--- src/rtl/nroot_pkg.sv ---
// Shared types and constants for the n-th root block.
// No dependencies.
`timescale 1ns / 1ps
`default_nettype none
package nroot_pkg;
  localparam int FRAC_BITS = 16;
  localparam int QW = 31;
  localparam logic [QW-1:0] QMAX = {QW{1'b1}};
  localparam logic [QW-1:0] QONE = QW'(1) << FRAC_BITS;

  localparam logic [1:0] ST_CONV  = 2'd0;
  localparam logic [1:0] ST_LIMIT = 2'd1;
  localparam logic [1:0] ST_INVAL = 2'd2;

  localparam logic CFG_TOL = 1'b0;
  localparam logic CFG_LIM = 1'b1;

  // datapath operations
  typedef enum logic [3:0] {
    OP_NONE  = 4'd0,
    OP_LOAD  = 4'd1,  // latch x, n; start divide x/n
    OP_SETR  = 4'd2,  // r <- quotient; p <- 1.0, k <- 1
    OP_MUL   = 4'd3,  // start p*r
    OP_MULWB = 4'd4,  // p <- product (saturated), k++
    OP_DIVX  = 4'd5,  // start divide x<<F / pm1
    OP_SUM   = 4'd6,  // s <- (n-1)*r + q, start s/n
    OP_UPD   = 4'd7,  // r <- quotient, iters++, p <- 1.0
    OP_SAVEP = 4'd8   // pm1 <- p
  } op_t;

  typedef struct packed {
    op_t op;
  } dp_cmd_t;

  typedef struct packed {
    logic div_done;
    logic mul_done;
    logic k_lt_n;     // k < n: more multiplies for r^(n-1)
    logic within_tol;
    logic at_limit;
  } dp_sts_t;
endpackage
`default_nettype wire

--- src/rtl/nroot_div.sv ---
// Restoring divider, one quotient bit a cycle, saturating 31-bit quotient.
// Depends on nroot_pkg.
`timescale 1ns / 1ps
`default_nettype none
module nroot_div (
  input  wire logic                     clk,
  input  wire logic                     rst_n,
  input  wire logic                     start,
  input  wire logic [47:0]              dividend,
  input  wire logic [31:0]              divisor,
  output logic                          done,
  output logic [nroot_pkg::QW-1:0]      quot
);
  import nroot_pkg::*;
  logic [47:0] q_r, q_nxt;
  logic [32:0] rem_r, rem_nxt;
  logic [31:0] d_r;
  logic [5:0]  cnt_r, cnt_nxt;
  logic        busy_r, busy_nxt, done_nxt;
  logic [32:0] trial;

  always_comb begin
    q_nxt = q_r; rem_nxt = rem_r; cnt_nxt = cnt_r;
    busy_nxt = busy_r; done_nxt = 1'b0;
    trial = {rem_r[31:0], q_r[47]} - {1'b0, d_r};
    if (start) begin
      q_nxt = dividend; rem_nxt = '0; cnt_nxt = 6'd47; busy_nxt = 1'b1;
    end else if (busy_r) begin
      if (!trial[32]) begin
        rem_nxt = trial; q_nxt = {q_r[46:0], 1'b1};
      end else begin
        rem_nxt = {rem_r[31:0], q_r[47]}; q_nxt = {q_r[46:0], 1'b0};
      end
      if (cnt_r == '0) begin
        busy_nxt = 1'b0; done_nxt = 1'b1;
      end
      cnt_nxt = cnt_r - 6'd1;
    end
  end

  always_ff @(posedge clk) begin
    if (!rst_n) begin
      busy_r <= 1'b0; done <= 1'b0;
    end else begin
      busy_r <= busy_nxt; done <= done_nxt;
    end
    q_r <= q_nxt; rem_r <= rem_nxt; cnt_r <= cnt_nxt;
    if (start) d_r <= divisor;
  end

  always_comb begin
    if (d_r == '0 || q_r[47:QW] != '0) quot = QMAX;
    else quot = q_r[QW-1:0];
  end
endmodule
`default_nettype wire

--- src/rtl/nroot_dp.sv ---
// Datapath: operand registers, one registered multiplier, shared divider.
// Depends on nroot_pkg and nroot_div.
`timescale 1ns / 1ps
`default_nettype none
module nroot_dp (
  input  wire logic                clk,
  input  wire logic                rst_n,
  input  nroot_pkg::dp_cmd_t       cmd,
  input  wire logic [31:0]         radicand,
  input  wire logic [3:0]          degree,
  input  wire logic [15:0]         tol,
  input  wire logic [7:0]          lim,
  output nroot_pkg::dp_sts_t       sts,
  output logic [nroot_pkg::QW-1:0] root,
  output logic [7:0]               iters
);
  import nroot_pkg::*;
  logic [QW-1:0] x_r, r_r, p_r, pm1_r;
  logic [3:0]    n_r, k_r;
  logic [7:0]    it_r;
  logic [61:0]   prod_r;
  logic          mdone_r;
  logic          dstart;
  logic [47:0]   dvd;
  logic [31:0]   dvs;
  logic          ddone;
  logic [QW-1:0] dq;
  logic [45:0]   psh;
  logic [QW-1:0] psat, diff;
  logic [35:0]   sum;

  nroot_div u_div (.clk, .rst_n, .start(dstart), .dividend(dvd), .divisor(dvs),
                   .done(ddone), .quot(dq));

  assign psh  = prod_r[61:FRAC_BITS];
  assign psat = (psh[45:QW] != '0) ? QMAX : psh[QW-1:0];
  assign diff = (psat >= x_r) ? psat - x_r : x_r - psat;
  // (n-1)*r + q, up to 14*(2^31-1) + (2^31-1)
  assign sum  = 36'(n_r - 4'd1) * 36'(r_r) + 36'(dq);

  always_comb begin
    dstart = 1'b0; dvd = '0; dvs = '0;
    case (cmd.op)
      OP_LOAD: begin
        dstart = 1'b1; dvd = 48'(radicand[QW-1:0]); dvs = 32'(degree);
      end
      OP_DIVX: begin
        dstart = 1'b1; dvd = 48'(x_r) << FRAC_BITS; dvs = 32'(pm1_r);
      end
      OP_SUM: begin
        dstart = 1'b1; dvd = 48'(sum); dvs = 32'(n_r);
      end
      default: ;
    endcase
  end

  always_ff @(posedge clk) begin
    if (!rst_n) mdone_r <= 1'b0;
    else        mdone_r <= (cmd.op == OP_MUL);
    prod_r <= 62'(p_r) * 62'(r_r);
    case (cmd.op)
      OP_LOAD: begin
        x_r <= radicand[QW-1:0]; n_r <= degree; it_r <= '0;
      end
      OP_SETR: begin
        r_r <= dq; p_r <= QONE; k_r <= 4'd1;
      end
      OP_MULWB: begin
        p_r <= psat; k_r <= k_r + 4'd1;
      end
      OP_SAVEP: pm1_r <= p_r;
      OP_UPD: begin
        r_r <= dq; it_r <= it_r + 8'd1; p_r <= QONE; k_r <= 4'd1;
      end
      default: ;
    endcase
  end

  // p holds r^(n-1) once k reaches n; the compare uses the product r^n
  assign sts.div_done   = ddone;
  assign sts.mul_done   = mdone_r;
  assign sts.k_lt_n     = (k_r < n_r);
  assign sts.within_tol = (diff <= QW'(tol));
  assign sts.at_limit   = (it_r >= lim);
  assign root  = r_r;
  assign iters = it_r;
endmodule
`default_nettype wire

--- src/rtl/nroot_ctrl.sv ---
// Controller: sequences load, power build, test, divide and update.
// Depends on nroot_pkg.
`timescale 1ns / 1ps
`default_nettype none
module nroot_ctrl (
  input  wire logic          clk,
  input  wire logic          rst_n,
  input  wire logic          in_fire,
  input  wire logic          invalid,
  input  wire logic          out_free,
  input  nroot_pkg::dp_sts_t sts,
  output nroot_pkg::dp_cmd_t cmd,
  output logic               busy,
  output logic               res_load,
  output logic [1:0]         res_status,
  output logic               res_inval
);
  import nroot_pkg::*;
  typedef enum logic [7:0] {
    S_IDLE  = 8'b00000001,
    S_DIV0  = 8'b00000010,
    S_POW   = 8'b00000100,
    S_MULW  = 8'b00001000,
    S_TEST  = 8'b00010000,
    S_DIVX  = 8'b00100000,
    S_DIVN  = 8'b01000000,
    S_DONE  = 8'b10000000
  } state_t;
  state_t st_r, st_nxt;
  logic [1:0] stat_r, stat_nxt;
  logic       last_r, last_nxt;  // product in flight is r^n

  always_comb begin
    st_nxt = st_r; stat_nxt = stat_r; last_nxt = last_r;
    cmd.op = OP_NONE; res_load = 1'b0; res_inval = 1'b0;
    unique case (st_r)
      S_IDLE: if (in_fire) begin
        if (invalid) begin
          res_load = 1'b1; res_inval = 1'b1;
        end else begin
          cmd.op = OP_LOAD; st_nxt = S_DIV0;
        end
      end
      S_DIV0: if (sts.div_done) begin
        cmd.op = OP_SETR; st_nxt = S_POW;
      end
      S_POW: begin
        if (!sts.k_lt_n) begin
          cmd.op = OP_SAVEP; last_nxt = 1'b1;
        end else last_nxt = 1'b0;
        st_nxt = S_MULW;
      end
      S_MULW: begin
        cmd.op = OP_MUL;
        st_nxt = S_TEST;
      end
      S_TEST: if (sts.mul_done) begin
        if (!last_r) begin
          cmd.op = OP_MULWB; st_nxt = S_POW;
        end else if (sts.within_tol) begin
          stat_nxt = ST_CONV; st_nxt = S_DONE;
        end else if (sts.at_limit) begin
          stat_nxt = ST_LIMIT; st_nxt = S_DONE;
        end else begin
          cmd.op = OP_DIVX; st_nxt = S_DIVX;
        end
      end
      S_DIVX: if (sts.div_done) begin
        cmd.op = OP_SUM; st_nxt = S_DIVN;
      end
      S_DIVN: if (sts.div_done) begin
        cmd.op = OP_UPD; st_nxt = S_POW;
      end
      S_DONE: if (out_free) begin
        res_load = 1'b1; st_nxt = S_IDLE;
      end
      default: st_nxt = S_IDLE;
    endcase
  end

  always_ff @(posedge clk) begin
    if (!rst_n) begin
      st_r <= S_IDLE; stat_r <= ST_CONV; last_r <= 1'b0;
    end else begin
      st_r <= st_nxt; stat_r <= stat_nxt; last_r <= last_nxt;
    end
  end

  assign busy       = (st_r != S_IDLE);
  assign res_status = stat_r;
endmodule
`default_nettype wire

--- src/rtl/newton_nth_root.sv ---
// Top level of the Newton n-th root block: ports, config registers, output word.
// Depends on nroot_pkg, nroot_ctrl, nroot_dp.
`timescale 1ns / 1ps
`default_nettype none
// Usage:
//  - in_ channel: one word per root request, radicand (signed Q16.16) and degree.
//  - out_ channel: one word per request: root, status, iterations_used.
//  - cfg_ channel: index 0 tolerance, 1 iteration limit; write only while idle.
// Timing: an invalid word (radicand <= 0 or degree 0) is answered next cycle.
//  Otherwise a start divide, then per round degree multiplies (one multiplier
//  reused) plus two divides (x/r^(n-1), then the sum by n) on one shared
//  divider, up to iteration_limit+1 rounds. One word is worked on at a time.
// Reset: clears control and restores tolerance 1, limit 64.
// Stall: the result sits in the output register; a finished word waits in
//  the controller until that register is free. in_tready is low while busy
//  and while the output register holds a word that is not being taken.
module newton_nth_root (
  input  wire logic        clk,
  input  wire logic        rst_n,
  input  wire logic        in_tvalid,
  output logic             in_tready,
  input  wire logic [39:0] in_tdata,   // [31:0] radicand, [35:32] degree, zero pad
  output logic             out_tvalid,
  input  wire logic        out_tready,
  output logic [47:0]      out_tdata,  // [30:0] root, [32:31] status, [40:33] iterations_used
  input  wire logic        cfg_valid,
  output logic             cfg_ready,
  input  wire logic        cfg_index,
  input  wire logic [15:0] cfg_data
);
  import nroot_pkg::*;
  logic [15:0] tol_r;
  logic [7:0]  lim_r;
  logic        in_fire, invalid, busy, out_free;
  logic        res_load, res_inval;
  logic [1:0]  res_status;
  dp_cmd_t     cmd;
  dp_sts_t     sts;
  logic [QW-1:0] root;
  logic [7:0]  iters;
  logic        ov_r;
  logic [47:0] od_r;

  assign in_tready = !busy && out_free;
  assign in_fire   = in_tvalid && in_tready;
  assign invalid   = in_tdata[31] || (in_tdata[31:0] == '0) || (in_tdata[35:32] == '0);
  assign out_free  = !ov_r || out_tready;
  assign cfg_ready = 1'b1;

  always_ff @(posedge clk) begin
    if (!rst_n) begin
      tol_r <= 16'd1; lim_r <= 8'd64;
    end else if (cfg_valid) begin
      unique case (cfg_index)
        CFG_TOL: tol_r <= cfg_data;
        CFG_LIM: lim_r <= cfg_data[7:0];
        default: ;
      endcase
    end
  end

  nroot_ctrl u_ctrl (.clk, .rst_n, .in_fire, .invalid, .out_free, .sts, .cmd,
                     .busy, .res_load, .res_status, .res_inval);

  nroot_dp u_dp (.clk, .rst_n, .cmd, .radicand(in_tdata[31:0]),
                 .degree(in_tdata[35:32]), .tol(tol_r), .lim(lim_r), .sts,
                 .root, .iters);

  // output register
  always_ff @(posedge clk) begin
    if (!rst_n) ov_r <= 1'b0;
    else if (res_load) ov_r <= 1'b1;
    else if (out_tready) ov_r <= 1'b0;
    if (res_load) begin
      if (res_inval) od_r <= {7'd0, 8'd0, ST_INVAL, 31'd0};
      else           od_r <= {7'd0, iters, res_status, root};
    end
  end

  assign out_tvalid = ov_r;
  assign out_tdata  = od_r;
endmodule
`default_nettype wire

--- config.mk ---
export PLATFORM = sky130hd
export DESIGN_NAME = newton_nth_root
export DESIGN_NICKNAME = d
export VERILOG_FILES = /design/src/rtl/nroot_pkg.sv /design/src/rtl/nroot_div.sv /design/src/rtl/nroot_dp.sv /design/src/rtl/nroot_ctrl.sv /design/src/rtl/newton_nth_root.sv
export SDC_FILE = /design/constraint.sdc
export NUM_CORES = 2
export LEC_CHECK = 0
export BUFFER_PORTS_ARGS = -buffer_cell sky130_fd_sc_hd__buf_2
export CAP_MARGIN = 40
export CORE_MARGIN = 2
export CORE_UTILIZATION = 40
export DETAILED_ROUTE_END_ITERATION = 7
export HOLD_SLACK_MARGIN = 0.02
export PLACE_DENSITY = 0.58
export SLEW_MARGIN = 20
export SYNTH_ARGS = -nofsm -noshare
export SYNTH_HDL_FRONTEND = slang
export SYNTH_SLANG_ARGS = --single-unit
export TNS_END_PERCENT = 50
--- constraint.sdc ---
create_clock -name clk -period 11.7 [get_ports clk]
set_clock_uncertainty 0.15 [all_clocks]
set_input_delay 2.34 -clock clk [delete_from_list [all_inputs] [get_ports clk]]
set_output_delay 2.34 -clock clk [all_outputs]
set_load 0.005 [all_outputs]
==> impl_metrics.tcl <==
set metrics [dict create \
    outcome "completed" \
    area_growth_pct 7.13 \
    start_util 0.404 \
    cpMostUsedCell "fa_1" \
    finalSetupViolations 0 \
    grt_pass1_wl_um 257000 \
    critPathSlowestCell "fa_2" \
    die_w_um 393 \
    core_um2 150000 \
    power_density_nw_per_um2 61.6 \
    final_nets 8155 \
    yosys-top-cells-area "fa_1 38%, edfxtp_1 13%, ha_1 10%" \
    cp_top_family "adder cells" \
    post_cts_buffers 0 \
    synthCells 6499 \
    clk_latency_ps 600 \
    grt_usage 0.210 \
    cts_max_path_buffers 3 \
    critical_path_peak_fanout 31 \
    layout-drive-gt1-share 0.0522 \
    multi_input_area_um2 43800 \
    ioPinCount 113 \
    peakVddDrop_uv 73.9 \
    critPathCaptureType "flip-flop" \
    drv_cap 0 \
    dieHeight_um 393 \
    synth.avg_cell_area_um2 9.33 \
    ys_types 83 \
    htree_levels 2 \
    synth_edf_count 260 \
    cts_tree "built" \
    yosysTopAreaCell "fa_1" \
    r2r_cells 31 \
    cts_root_buf "clkbuf_16" \
    post_drt_wl_per_cell_um 18.7 \
    netlist_area_um2 60600 \
    postRouteWirelength_um 159000 \
    drc 0 \
    fin_setup_tns_ps 0 \
    dp_hpwl_um 126000 \
    cp_slowest_stage_delay_ps 760 \
    final_util 0.433 \
    portBuffers 100 \
    min_period_over_period 0.869 \
    timing.rr.start "u_dp.n_r[0]$_DFFE_PP_" \
    synth_ff_type "edfxtp_1" \
    crit_buf_inv 7 \
    drt-pass1-iter-count 5 \
    fmax_mhz 98.3 \
    regArea_um2 10300 \
    leakagePower_nw 31.0 \
    via_per_inst 5.09 \
    route.antenna.remaining_nets 0 \
    worstHoldPathCells 2 \
    slew_violations 0 \
    seq_area_frac_synth 0.169 \
    cts_hold_buf 0 \
    fin_cells 8495 \
    grt_remaining_overflow 0 \
    dp_cells 8412 \
    whs_endpoint "tol_r[11]$_SDFFE_PN0P_" \
    finalHoldViolCount 0 \
    tightest_slew_ps 861 \
    hold_start "tol_r[11]$_SDFFE_PN0P_" \
    synth_most_common_cell "inv_1" \
    yosys-top-cells-count "1445 x inv_1, 1144 x fa_1, 996 x nand2_1, 505 x ha_1, 300 x clkbuf_1" \
    cts_resized 0 \
    fin_crit_ps 10170 \
    crit_start "u_dp.n_r[0]$_DFFE_PP_" \
    synth_seq_cells 382 \
    place_congestion 0.882 \
    dr_total_vias 43300 \
    slew_headroom 0.426 \
    drt_iter0_drc 2494 \
    fp-row-count 142 \
    rsz0062_at_grt "no" \
    r2r_end "u_dp.u_div.q_r[35]$_DFFE_PP_" \
    yosysWarnings 0 \
    hold_class "reg -> reg" \
    worstPathArrival_ps 10350 \
    numCtsBuffers 42 \
    synthArstFlopShare 0 \
    clkTransAtPathRegs_ps 70 \
    yosysTopAreaCellShare 0.378 \
    antenna_found_initial 12 \
    grt_pass1_vias 45700 \
    reg2reg_slack_ps 1530 \
    numClockSinks 382 \
    grt_max_degree 69 \
    cp-start-kind "flip-flop" \
    fillers 14800 \
    crit_type "reg -> reg" \
    crit_required_ps 11880 \
    dieArea_um2 155000 \
]
-- routing by layer --
layer,up-vias,share of wire,track usage
li1,19700,-,-
met1,22400,0.43,0.282
met2,1039,0.49,0.360
met3,193,0.053,0.0283
met4,2,0.025,0.0498
met5,-,0.000082,0
-- worst register-to-register path: cells and delay by family, from the launching register on --
family | cells | cell delay, ps
AOI/OAI and AO/OA | 9 | 2260
xor gates and xnor gates | 1 | 150
adders and majority gates | 10 | 4940
buffers and inverters | 7 | 1190
DFF | 1 | 390
and+or+nand+nor | 4 | 820
-- cells in the final DEF (no fill, tap or decap), types with 18 or more instances in the layout --
| cell | n |
|---|---|
| ha_1 | 505 |
| dfxtp_1 | 121 |
| a21o_1 | 80 |
| nand3_1 | 57 |
| o21ai_0 | 103 |
| fa_1 | 1143 |
| or2_2 | 18 |
| nand2_1 | 996 |
| xnor2_1 | 92 |
| nand4_1 | 29 |
| nor2b_1 | 65 |
| a21oi_1 | 174 |
| buf_4 | 108 |
| a31oi_1 | 21 |
| nor2_1 | 255 |
| mux2i_1 | 31 |
| a211oi_1 | 38 |
| buf_2 | 100 |
| xor2_1 | 54 |
| o21a_1 | 27 |
| nor4_1 | 29 |
| edfxtp_1 | 260 |
| nand2b_1 | 41 |
| nor3_1 | 38 |
| inv_1 | 1445 |
| and3_1 | 22 |
| a221o_1 | 31 |
| clkbuf_16 | 42 |
| and2_1 | 296 |
-- report_power, final --
part	leakage, nW	total, mW	internal (mW)	switching [mW]
Sequential	3.54	1.62	1.55	0.0753
Combinational	26.7	0.946	0.401	0.546
Clock	0.705	1.43	0.829	0.599
-- worst max-delay path by stage --
stage	to	slack [ps]	cells after the start
floorplan	u_dp.u_div.q_r[35]$_DFFE_PP_	2030	30
global placement	u_dp.u_div.q_r[35]$_DFFE_PP_	1340	30
detailed placement	u_dp.u_div.q_r[35]$_DFFE_PP_	1260	30
CTS	u_dp.u_div.q_r[35]$_DFFE_PP_	1170	30
global route	u_dp.u_div.q_r[35]$_DFFE_PP_	1000	31
finish	u_dp.u_div.q_r[35]$_DFFE_PP_	1530	31
-- cell families after synthesis --
family | after synthesis | synth area share
AOI/OAI and AO/OA | 620 | 0.0689
xor gates and xnor gates | 149 | 0.0215
adders and majority gates | 1649 | 0.482
buffers and inverters | 1772 | 0.111
DFF | 382 | 0.169
muxes | 33 | 0.00549
other | 2 | 0.000124
and+or+nand+nor | 1892 | 0.143
-- flip-flops by register name (all words and copies together) (netlist names), 16 cells and up --
signal / count
tol_r: 16
u_dp.x_r: 31
u_dp.u_div.rem_r: 32
u_dp.prod_r: 46
u_dp.p_r: 31
u_dp.u_div.q_r: 48
u_dp.u_div.d_r: 31
u_dp.pm1_r: 31
out_tdata: 41
u_dp.root: 31
-- stage by stage --
stage                     hold WS, ps  worst slack (ps)  cell area, um^2  power, mW
after floorplan                   286              2030            60700       2.35
after global placement            296              1340            63300       2.57
after detailed placement          301              1260            63400       2.59
after CTS                         309              1170            64900       4.03
after global routing              328              1000            65000       4.22
final                             306              1530            65000       4.00
-- layout make-up --
class                           instances  area share
Multi-Input combinational cell       4351       0.674
Timing Repair Buffer                  221      0.0234
Clock buffer                           55      0.0175
Clock inverter                         21     0.00470
Antenna cell                            3    0.000116
Tap cell                             2016      0.0388
Sequential cell                       382       0.158
Inverter                             1446      0.0836
Note: power is estimated with default switching activity, not from simulation.
